===== src/sv/ags_pkg.sv =====
`timescale 1ns / 1ps

package ags_pkg;

	// Field widths.
	localparam int RankW  = 6;
	localparam int SizeW  = 7;
	localparam int ElemW  = 20;
	localparam int EbW    = 9;
	localparam int CntW   = 27;
	localparam int CfgW   = 35;
	localparam int TotalW = 36;
	localparam int StepW  = 6;
	localparam int LgW    = 3;
	localparam int AlgW   = 2;
	localparam int CfgIdxW = 1;

	// Largest group that produces a schedule.
	localparam logic [SizeW-1:0] MaxRanks = 7'd64;

	// Algorithm codes as shown on the output.
	localparam logic [AlgW-1:0] AlgRd    = 2'd0;
	localparam logic [AlgW-1:0] AlgBruck = 2'd1;
	localparam logic [AlgW-1:0] AlgRing  = 2'd2;

	// Configuration register indexes.
	localparam logic [CfgIdxW-1:0] CfgLong  = 1'd0;
	localparam logic [CfgIdxW-1:0] CfgShort = 1'd1;

	// Configuration reset values.
	localparam logic [CfgW-1:0] LongReset  = 35'd524288;
	localparam logic [CfgW-1:0] ShortReset = 35'd81920;

	// Commands from the controller to the datapath.
	typedef struct packed {
		logic load_req;
		logic mul1;
		logic mul2;
		logic decide;
		logic emit;
	} ags_cmd_t;

	// Status from the datapath to the controller.
	typedef struct packed {
		logic no_steps;
		logic last;
		logic out_free;
	} ags_sts_t;

endpackage


===== src/sv/ags_ctrl.sv =====
`timescale 1ns / 1ps

module ags_ctrl (
	input  logic              clk,
	input  logic              arst_n,
	input  logic              in_valid,
	output logic              in_stall,
	input  ags_pkg::ags_sts_t sts,
	output ags_pkg::ags_cmd_t cmd
);

	localparam logic [2:0] S_IDLE   = 3'd0;
	localparam logic [2:0] S_MUL1   = 3'd1;
	localparam logic [2:0] S_MUL2   = 3'd2;
	localparam logic [2:0] S_DECIDE = 3'd3;
	localparam logic [2:0] S_RUN    = 3'd4;

	logic [2:0] state_q;
	logic [2:0] state_d;

	// A request is taken only while no schedule is being built.
	assign in_stall = (state_q != S_IDLE);

	// Commands follow from the state, gated by in_valid and out_free.
	always_comb begin
		cmd.load_req = (state_q == S_IDLE) && in_valid;
		cmd.mul1     = (state_q == S_MUL1);
		cmd.mul2     = (state_q == S_MUL2);
		cmd.decide   = (state_q == S_DECIDE);
		cmd.emit     = (state_q == S_RUN) && sts.out_free;
	end

	// Next-state logic.
	always_comb begin
		state_d = state_q;
		case (state_q)
			S_IDLE: begin
				if (in_valid) state_d = S_MUL1;
			end
			S_MUL1:   state_d = S_MUL2;
			S_MUL2:   state_d = S_DECIDE;
			S_DECIDE: begin
				state_d = sts.no_steps ? S_IDLE : S_RUN;
			end
			S_RUN: begin
				if (sts.out_free && sts.last) state_d = S_IDLE;
			end
			default:  state_d = S_IDLE;
		endcase
	end

	// State register.
	always_ff @(posedge clk or negedge arst_n) begin
		if (!arst_n) begin
			state_q <= S_IDLE;
		end else begin
			state_q <= state_d;
		end
	end

endmodule


===== src/sv/ags_dp.sv =====
`timescale 1ns / 1ps

module ags_dp (
	input  logic                          clk,
	input  logic                          arst_n,
	input  ags_pkg::ags_cmd_t             cmd,
	output ags_pkg::ags_sts_t             sts,
	input  logic                          cfg_we,
	input  logic [ags_pkg::CfgIdxW-1:0]   cfg_index,
	input  logic [ags_pkg::CfgW-1:0]      cfg_data,
	input  logic [ags_pkg::RankW-1:0]     own_rank,
	input  logic [ags_pkg::SizeW-1:0]     group_size,
	input  logic [ags_pkg::ElemW-1:0]     send_elems,
	input  logic [ags_pkg::ElemW-1:0]     recv_elems,
	input  logic [ags_pkg::EbW-1:0]       elem_bytes,
	output logic                          out_valid,
	input  logic                          out_stall,
	output logic [ags_pkg::RankW-1:0]     dest_rank,
	output logic [ags_pkg::RankW-1:0]     source_rank,
	output logic [ags_pkg::CntW-1:0]      step_send_elems,
	output logic [ags_pkg::CntW-1:0]      step_recv_elems,
	output logic [ags_pkg::AlgW-1:0]      algorithm,
	output logic                          last_step
);

	// Configuration registers.
	logic [ags_pkg::CfgW-1:0] long_q;
	logic [ags_pkg::CfgW-1:0] short_q;

	// Request registers.
	logic [ags_pkg::RankW-1:0] rank_q;
	logic [ags_pkg::SizeW-1:0] p_q;
	logic [ags_pkg::ElemW-1:0] r_q;
	logic [ags_pkg::EbW-1:0]   eb_q;
	logic                      rej_q;

	// Byte total pipeline and schedule plan.
	logic [ags_pkg::CntW-1:0]   prod1_q;
	logic [ags_pkg::TotalW-1:0] total_q;
	logic [ags_pkg::AlgW-1:0]   alg_q;
	logic [ags_pkg::LgW-1:0]    lg_q;
	logic [ags_pkg::StepW-1:0]  nsteps_q;
	logic [ags_pkg::StepW-1:0]  idx_q;

	// Output register.
	logic                      out_valid_q;
	logic [ags_pkg::RankW-1:0] dst_q;
	logic [ags_pkg::RankW-1:0] src_q;
	logic [ags_pkg::CntW-1:0]  scnt_q;
	logic [ags_pkg::CntW-1:0]  rcnt_q;
	logic [ags_pkg::AlgW-1:0]  oalg_q;
	logic                      last_q;

	// Plan logic.
	logic                      pow2;
	logic [ags_pkg::LgW-1:0]   lg_d;
	logic                      use_rd;
	logic                      use_br;
	logic [ags_pkg::AlgW-1:0]  alg_d;
	logic [ags_pkg::StepW-1:0] nsteps_d;

	// Step logic.
	logic [ags_pkg::SizeW-1:0] pof2;
	logic [ags_pkg::SizeW-1:0] lowmask;
	logic [ags_pkg::RankW-1:0] rd_dst;
	logic [ags_pkg::RankW-1:0] rd_root;
	logic [ags_pkg::SizeW-1:0] rd_a;
	logic [ags_pkg::SizeW-1:0] br_sum;
	logic [ags_pkg::SizeW-1:0] br_src;
	logic [ags_pkg::SizeW-1:0] br_dsum;
	logic [ags_pkg::SizeW-1:0] br_dst;
	logic [ags_pkg::SizeW-1:0] br_a;
	logic                      br_rem;
	logic [ags_pkg::RankW-1:0] ring_right;
	logic [ags_pkg::RankW-1:0] ring_left;
	logic [ags_pkg::SizeW-1:0] mul_a;
	logic [ags_pkg::CntW-1:0]  step_prod;
	logic [ags_pkg::CntW-1:0]  shifted;
	logic [ags_pkg::RankW-1:0] dst_d;
	logic [ags_pkg::RankW-1:0] src_d;
	logic [ags_pkg::CntW-1:0]  scnt_d;
	logic [ags_pkg::CntW-1:0]  rcnt_d;
	logic                      is_last;

	// Configuration writes.
	always_ff @(posedge clk or negedge arst_n) begin
		if (!arst_n) begin
			long_q  <= ags_pkg::LongReset;
			short_q <= ags_pkg::ShortReset;
		end else if (cfg_we) begin
			case (cfg_index)
				ags_pkg::CfgLong:  long_q  <= cfg_data;
				ags_pkg::CfgShort: short_q <= cfg_data;
				default: ;
			endcase
		end
	end

	// Capture the request; a zero send count, a rank outside the group or a too large group is flagged here.
	always_ff @(posedge clk) begin
		if (cmd.load_req) begin
			rank_q <= own_rank;
			p_q    <= group_size;
			r_q    <= recv_elems;
			eb_q   <= elem_bytes;
			rej_q  <= (send_elems == '0) || ({1'b0, own_rank} >= group_size) ||
			          (group_size > ags_pkg::MaxRanks);
		end
	end

	// Byte total in two multiply stages: recv_elems * group_size, then * elem_bytes.
	always_ff @(posedge clk) begin
		if (cmd.mul1) begin
			prod1_q <= {7'b0, r_q} * {20'b0, p_q};
		end
		if (cmd.mul2) begin
			total_q <= {9'b0, prod1_q} * {27'b0, eb_q};
		end
	end

	// Floor of log2 of the group size.
	always_comb begin
		lg_d = '0;
		for (int b = 0; b < ags_pkg::SizeW; b++) begin
			if (p_q[b]) lg_d = ags_pkg::LgW'(b);
		end
	end

	// Scheme choice and number of steps.
	always_comb begin
		pow2   = ((p_q & (p_q - 7'd1)) == '0);
		use_rd = (total_q < {1'b0, long_q}) && pow2;
		use_br = !use_rd && (total_q < {1'b0, short_q});
		if (use_rd) begin
			alg_d    = ags_pkg::AlgRd;
			nsteps_d = {3'b0, lg_d};
		end else if (use_br) begin
			alg_d    = ags_pkg::AlgBruck;
			nsteps_d = {3'b0, lg_d} + {5'b0, !pow2};
		end else begin
			alg_d    = ags_pkg::AlgRing;
			nsteps_d = ags_pkg::StepW'(p_q - 7'd1);
		end
		if (rej_q) nsteps_d = '0;
	end

	always_ff @(posedge clk) begin
		if (cmd.decide) begin
			alg_q    <= alg_d;
			lg_q     <= lg_d;
			nsteps_q <= nsteps_d;
		end
	end

	// Step counter.
	always_ff @(posedge clk) begin
		if (cmd.decide) begin
			idx_q <= '0;
		end else if (cmd.emit) begin
			idx_q <= idx_q + 6'd1;
		end
	end

	// Partners and counts of the current step.
	always_comb begin
		pof2    = 7'd1 << idx_q[2:0];
		lowmask = pof2 - 7'd1;
		// Recursive doubling: partner is rank XOR mask, receive covers its subtree.
		rd_dst  = rank_q ^ pof2[5:0];
		rd_root = rd_dst & ~lowmask[5:0];
		rd_a    = p_q - {1'b0, rd_root};
		// Bruck: partners at distance pof2, both taken modulo the group size.
		br_sum  = {1'b0, rank_q} + pof2;
		br_src  = (br_sum >= p_q) ? (br_sum - p_q) : br_sum;
		br_dsum = {1'b0, rank_q} + p_q - pof2;
		br_dst  = (br_dsum >= p_q) ? (br_dsum - p_q) : br_dsum;
		br_a    = p_q - pof2;
		br_rem  = (idx_q == {3'b0, lg_q});
		// Ring neighbors.
		ring_right = ({1'b0, rank_q} == p_q - 7'd1) ? '0 : rank_q + 6'd1;
		ring_left  = (rank_q == '0) ? ags_pkg::RankW'(p_q - 7'd1) : rank_q - 6'd1;
		mul_a      = (alg_q == ags_pkg::AlgRd) ? rd_a : br_a;
		step_prod  = {7'b0, r_q} * {20'b0, mul_a};
		shifted    = {7'b0, r_q} << idx_q[2:0];
		is_last    = (idx_q == nsteps_q - 6'd1);
		case (alg_q)
			ags_pkg::AlgRd: begin
				dst_d  = rd_dst;
				src_d  = rd_dst;
				scnt_d = shifted;
				rcnt_d = step_prod;
			end
			ags_pkg::AlgBruck: begin
				dst_d  = br_dst[5:0];
				src_d  = br_src[5:0];
				scnt_d = br_rem ? step_prod : shifted;
				rcnt_d = br_rem ? step_prod : shifted;
			end
			default: begin
				dst_d  = ring_right;
				src_d  = ring_left;
				scnt_d = {7'b0, r_q};
				rcnt_d = {7'b0, r_q};
			end
		endcase
	end

	// Output register: loads a step when empty or when the held step transfers.
	always_ff @(posedge clk or negedge arst_n) begin
		if (!arst_n) begin
			out_valid_q <= 1'b0;
		end else if (cmd.emit) begin
			out_valid_q <= 1'b1;
		end else if (!out_stall) begin
			out_valid_q <= 1'b0;
		end
	end

	always_ff @(posedge clk) begin
		if (cmd.emit) begin
			dst_q  <= dst_d;
			src_q  <= src_d;
			scnt_q <= scnt_d;
			rcnt_q <= rcnt_d;
			oalg_q <= alg_q;
			last_q <= is_last;
		end
	end

	// Status to the controller.
	always_comb begin
		sts.no_steps = (nsteps_d == '0);
		sts.last     = is_last;
		sts.out_free = !out_valid_q || !out_stall;
	end

	assign out_valid       = out_valid_q;
	assign dest_rank       = dst_q;
	assign source_rank     = src_q;
	assign step_send_elems = scnt_q;
	assign step_recv_elems = rcnt_q;
	assign algorithm       = oalg_q;
	assign last_step       = last_q;

endmodule


===== src/sv/allgather_schedule_generator_core.sv =====
`timescale 1ns / 1ps

// Allgather schedule generator: each request is turned into its list of paired send/receive
// steps (recursive doubling, Bruck with a remainder step, or ring), one step per transfer,
// the final one flagged by last_step. A request is captured in IDLE, its byte total is formed
// in two multiply stages (MUL1, MUL2) and the scheme is picked in DECIDE; then the steps come
// out while the output is not stalled, and a request with no steps goes back to IDLE.
// The rate is set by the step sequencer, which builds one step per cycle while the output is
// not stalled, through a single shared count multiplier, and handles one request at a time.
module allgather_schedule_generator_core (
	input  logic                        clk,
	input  logic                        arst_n,
	input  logic                        cfg_we,
	input  logic [ags_pkg::CfgIdxW-1:0] cfg_index,
	input  logic [ags_pkg::CfgW-1:0]    cfg_data,
	input  logic                        in_valid,
	output logic                        in_stall,
	input  logic [ags_pkg::RankW-1:0]   own_rank,
	input  logic [ags_pkg::SizeW-1:0]   group_size,
	input  logic [ags_pkg::ElemW-1:0]   send_elems,
	input  logic [ags_pkg::ElemW-1:0]   recv_elems,
	input  logic [ags_pkg::EbW-1:0]     elem_bytes,
	output logic                        out_valid,
	input  logic                        out_stall,
	output logic [ags_pkg::RankW-1:0]   dest_rank,
	output logic [ags_pkg::RankW-1:0]   source_rank,
	output logic [ags_pkg::CntW-1:0]    step_send_elems,
	output logic [ags_pkg::CntW-1:0]    step_recv_elems,
	output logic [ags_pkg::AlgW-1:0]    algorithm,
	output logic                        last_step
);

	ags_pkg::ags_cmd_t cmd;
	ags_pkg::ags_sts_t sts;

	// Sequencing of one request.
	ags_ctrl u_ctrl (
		.clk      (clk),
		.arst_n   (arst_n),
		.in_valid (in_valid),
		.in_stall (in_stall),
		.sts      (sts),
		.cmd      (cmd)
	);

	// Registers, arithmetic and output stage.
	ags_dp u_dp (
		.clk             (clk),
		.arst_n          (arst_n),
		.cmd             (cmd),
		.sts             (sts),
		.cfg_we          (cfg_we),
		.cfg_index       (cfg_index),
		.cfg_data        (cfg_data),
		.own_rank        (own_rank),
		.group_size      (group_size),
		.send_elems      (send_elems),
		.recv_elems      (recv_elems),
		.elem_bytes      (elem_bytes),
		.out_valid       (out_valid),
		.out_stall       (out_stall),
		.dest_rank       (dest_rank),
		.source_rank     (source_rank),
		.step_send_elems (step_send_elems),
		.step_recv_elems (step_recv_elems),
		.algorithm       (algorithm),
		.last_step       (last_step)
	);

endmodule


===== config.mk =====
export PLATFORM = sky130hd
export DESIGN_NAME = allgather_schedule_generator_core
export DESIGN_NICKNAME = d
export VERILOG_FILES = /design/src/sv/ags_pkg.sv /design/src/sv/ags_ctrl.sv /design/src/sv/ags_dp.sv /design/src/sv/allgather_schedule_generator_core.sv
export SDC_FILE = /design/constraint.sdc
export NUM_CORES = 2
export LEC_CHECK = 0
export BUFFER_PORTS_ARGS = -buffer_cell sky130_fd_sc_hd__buf_2
export CAP_MARGIN = 0
export CORE_UTILIZATION = 49
export CTS_BUF_LIST = sky130_fd_sc_hd__clkbuf_4
export DETAILED_ROUTE_END_ITERATION = 10
export GPL_ROUTABILITY_DRIVEN = 1
export HOLD_SLACK_MARGIN = 0.1
export PLACE_DENSITY = 0.75
export SLEW_MARGIN = 20
export SYNTH_ARGS = -nofsm -noshare
export SYNTH_HDL_FRONTEND = slang
export SYNTH_HIERARCHICAL = 1
export SYNTH_SLANG_ARGS = --single-unit

===== constraint.sdc =====
create_clock -name clk -period 19.44 [get_ports clk]
set_input_delay 0 -clock clk [delete_from_list [all_inputs] [get_ports clk]]
set_output_delay 0 -clock clk [all_outputs]
set_load 0.05 [all_outputs]

==> key figures <==
Clock network
  • Total CTS buffers: 76
  • Clock root buffer master: clkbuf_4
  • H-tree Lvls: 3
  • Clk Latency, worst-skew pair: 0.84 ns
  • CTS tree: done
  • Clk pin slew, worst setup/hold paths: 0.07 ns
  • Post-CTS Setup Repair Bufs: 0
  • CTS sink count: 266
  • Max clock buf depth: 3

Synthesis
  • EDFF count, synth: 186
  • Synth cell count leaders: inv_1, nand2_1, fa_1
  • Seq cells post-synth: 266
  • Yosys warns: 6
  • Syn Nets: 4038
  • Ranking of synthesized cells by area: fa_1, edfxtp_1, ha_1
  • Main synth FF type: edfxtp_1
  • Most numerous cell in the Yosys netlist: inv_1
  • Asr flop ratio synth: 27.8%
  • Synth cell types: 80
  • Cell Area, Synth: 0.0307 mm^2
  • Post-synth top area share: 23.7%
  • Sequential fraction of the synthesis area: 24.6%
  • Mean post-synth cell area: 9.32 um^2
  • Post-Synthesis Cells: 3295
  • Cell taking the most area after synthesis: fa_1

Worst setup path
  • Reg2reg start: u_dp/idx_q[2]$_SDFFE_PP0P_
  • Crit Path Class: reg -> reg
  • CP arrival: 9.61 ns
  • CP max stage delay: 0.60 ns
  • FF-to-FF End: u_dp/step_recv_elems[19]$_DFFE_PP_
  • Startpoint Class: flip-flop
  • Reg2reg path depth: 33
  • Most frequent CP cell: inv_1
  • Reg2reg setup slack: 10.47 ns
  • Critical Path RT: 20.09 ns
  • CP endpoint kind: flip-flop
  • Critical Path Fanout Max: 34
  • CP max stage cell: clkinv_1

Floorplan
  • Starting density of the core: 49.7%
  • Die height: 252 um
  • Die X: 252 um
  • Die area: 0.0637 mm^2
  • Rows: 91
  • Core area: 0.0618 mm^2
  • I/O pin total: 174

Timing
  • Hold WS: 0.177 ns
  • Final setup viols: 0
  • Final period demand of the worst path: 8.97 ns
  • RSZ-0062 raised after global routing: no
  • Max Slew Vio Count: 0
  • Setup tns final: 0 ns
  • Final hold vios: 0
  • Fmax: 112 MHz
  • Clock Skews: 0.0921 ns
  • Tightest Pin Transition: 1.14 ns
  • Slew margin rel.: 24.2%
  • Period utilization: 46.1%

Drt
  • First drt pass iteration count: 5
  • Via-to-Cell Ratio: 5.38
  • Via count: 24347
  • DRT iter0 DRCs: 1647
  • Remaining DRCs: 0
  • Final WL: 79.6 mm
  • Avg WL per Cell: 17.6 um
  • Detail Route Antenna Nets: 0

GRT
  • Initial antenna violation count: 5
  • Total GRT Usage: 25.7%
  • Largest net degree at the start of global routing: 90
  • Vias in the first global route: 25404
  • Global route total overflow: 0
  • First-pass GRT wire length: 130 mm

Cells and area
  • Post-Layout Cell Count: 4523
  • # nets final: 4365
  • Area Growth Syn to Fin: 15.2%
  • Multi-input logic area: 0.0206 mm^2
  • Share of cells above drive strength 1: 11.2%
  • Seq. cell area: 0.00756 mm^2
  • Fill cell count: 5324

Place
  • Buffers added on ports: 173
  • DP Cell Count: 4176
  • Routability Congestion: 0.900
  • Post-detail-place hpwl: 56.5 mm

Hold path
  • Tightest Hold Check Type: in -> reg
  • Hold path startpoint: send_elems[18]
  • Hold Path End: u_dp/rej_q$_DFFE_PP_
  • Hold Path Stages: 5

Job
  • Max cap viols: 0

Outcome
  • Status: complete, no violations
layout make-up:
type                    instances  area share (%)
well taps                     837            2.96
repair buffers                409            9.03
multi-input cells            2338            58.2
inverters                     531            5.64
clock inverters                34           0.573
clock buffers                 104            2.21
flip-flops and latches        266            21.4
diodes                          4          0.0283
repair_timing:
item                                   in CTS  in global routing
gates resized for setup                     0                  0
endpoints found under the hold margin     233                  0
hold buffers                              203                  0
critical path, delay by kind of cell (launching register included):
family / cells / cell delay, ns
AOI/OAI and AO/OA: 11 / 1.92
xor gates and xnor gates: 1 / 0.14
adders and majority gates: 8 / 3.57
buffers and inverters: 8 / 1.59
DFF: 1 / 0.31
muxes: 1 / 0.36
and+or+nand+nor: 4 / 0.86
layer usage:
metal | wire [um] | share of wire (%) | track usage [%]
met5 | 17 | 0.021 | 0
met4 | 2790 | 3.5 | 11.2
met3 | 5200 | 6.5 | 4.18
met2 | 39800 | 50 | 44.6
met1 | 31900 | 40 | 31.5
through the flow:
step | worst slack (ns) | area, um^2 | util (%)
final | 10.47 | 35400 | 57.2
after global routing | 9.83 | 35400 | 57.2
after CTS | 10.55 | 35300 | 57.1
after detailed placement | 10.59 | 32300 | 52.2
after global placement | 10.77 | 32300 | 52.2
after floorplan | 11.32 | 30700 | -
cell families (layout without fill, tap and decap cells):
group / count (synthesis) / in the layout / synth area share [%]
other: 0 / 4 / 0
and+or+nand+nor: 1015 / 1015 / 15.7
DFF: 266 / 266 / 24.6
muxes: 86 / 86 / 3.08
adders and majority gates: 640 / 640 / 35.0
xor gates and xnor gates: 120 / 120 / 3.42
AOI/OAI and AO/OA: 477 / 477 / 9.76
buffers and inverters: 691 / 1078 / 8.47
placed cells by master (no fill, tap or decap), types with 59 or more instances in the layout:
| master | n |
|---|---|
| fa_1 | 363 |
| buf_2 | 172 |
| and2_1 | 175 |
| nand2b_1 | 59 |
| xnor2_1 | 85 |
| inv_1 | 529 |
| a21oi_1 | 129 |
| dlygate4sd3_1 | 202 |
| nand2_1 | 466 |
| ha_1 | 277 |
| nor2_1 | 135 |
| clkbuf_4 | 104 |
| dfrtp_1 | 71 |
| edfxtp_1 | 186 |
| o21ai_0 | 146 |
worst max-delay path by stage:
| stage | startpoint | endpoint | slack (ns) | cells after the start |
|---|---|---|---|---|
| after global routing | u_dp/idx_q[2]$_SDFFE_PP0P_ | u_dp/step_recv_elems[19]$_DFFE_PP_ | 9.83 | 34 |
| after global placement | u_dp/idx_q[2]$_SDFFE_PP0P_ | u_dp/step_recv_elems[24]$_DFFE_PP_ | 10.77 | 35 |
| after CTS | u_dp/idx_q[2]$_SDFFE_PP0P_ | u_dp/step_recv_elems[19]$_DFFE_PP_ | 10.55 | 34 |
| after detailed placement | u_dp/idx_q[2]$_SDFFE_PP0P_ | u_dp/step_recv_elems[19]$_DFFE_PP_ | 10.59 | 34 |
| final | u_dp/idx_q[2]$_SDFFE_PP0P_ | u_dp/step_recv_elems[19]$_DFFE_PP_ | 10.47 | 33 |
| after floorplan | u_dp/idx_q[0]$_SDFFE_PP0P_ | u_dp/step_recv_elems[19]$_DFFE_PP_ | 11.32 | 34 |
flip-flops by register name (all words and copies together) (netlist names), 6 cells and up:
signal and count:
u_dp/dest_rank 6, u_dp/eb_q 9, u_dp/idx_q 6, u_dp/long_q 35
u_dp/nsteps_q 6, u_dp/p_q 7, u_dp/prod1_q 27, u_dp/r_q 20
u_dp/rank_q 6, u_dp/short_q 35, u_dp/source_rank 6, u_dp/step_recv_elems 27
u_dp/step_send_elems 27, u_dp/total_q 36
Power is left out: the tool's default activity adds up to more than one toggle a clock period on the data nets, which glitch-free logic cannot reach.
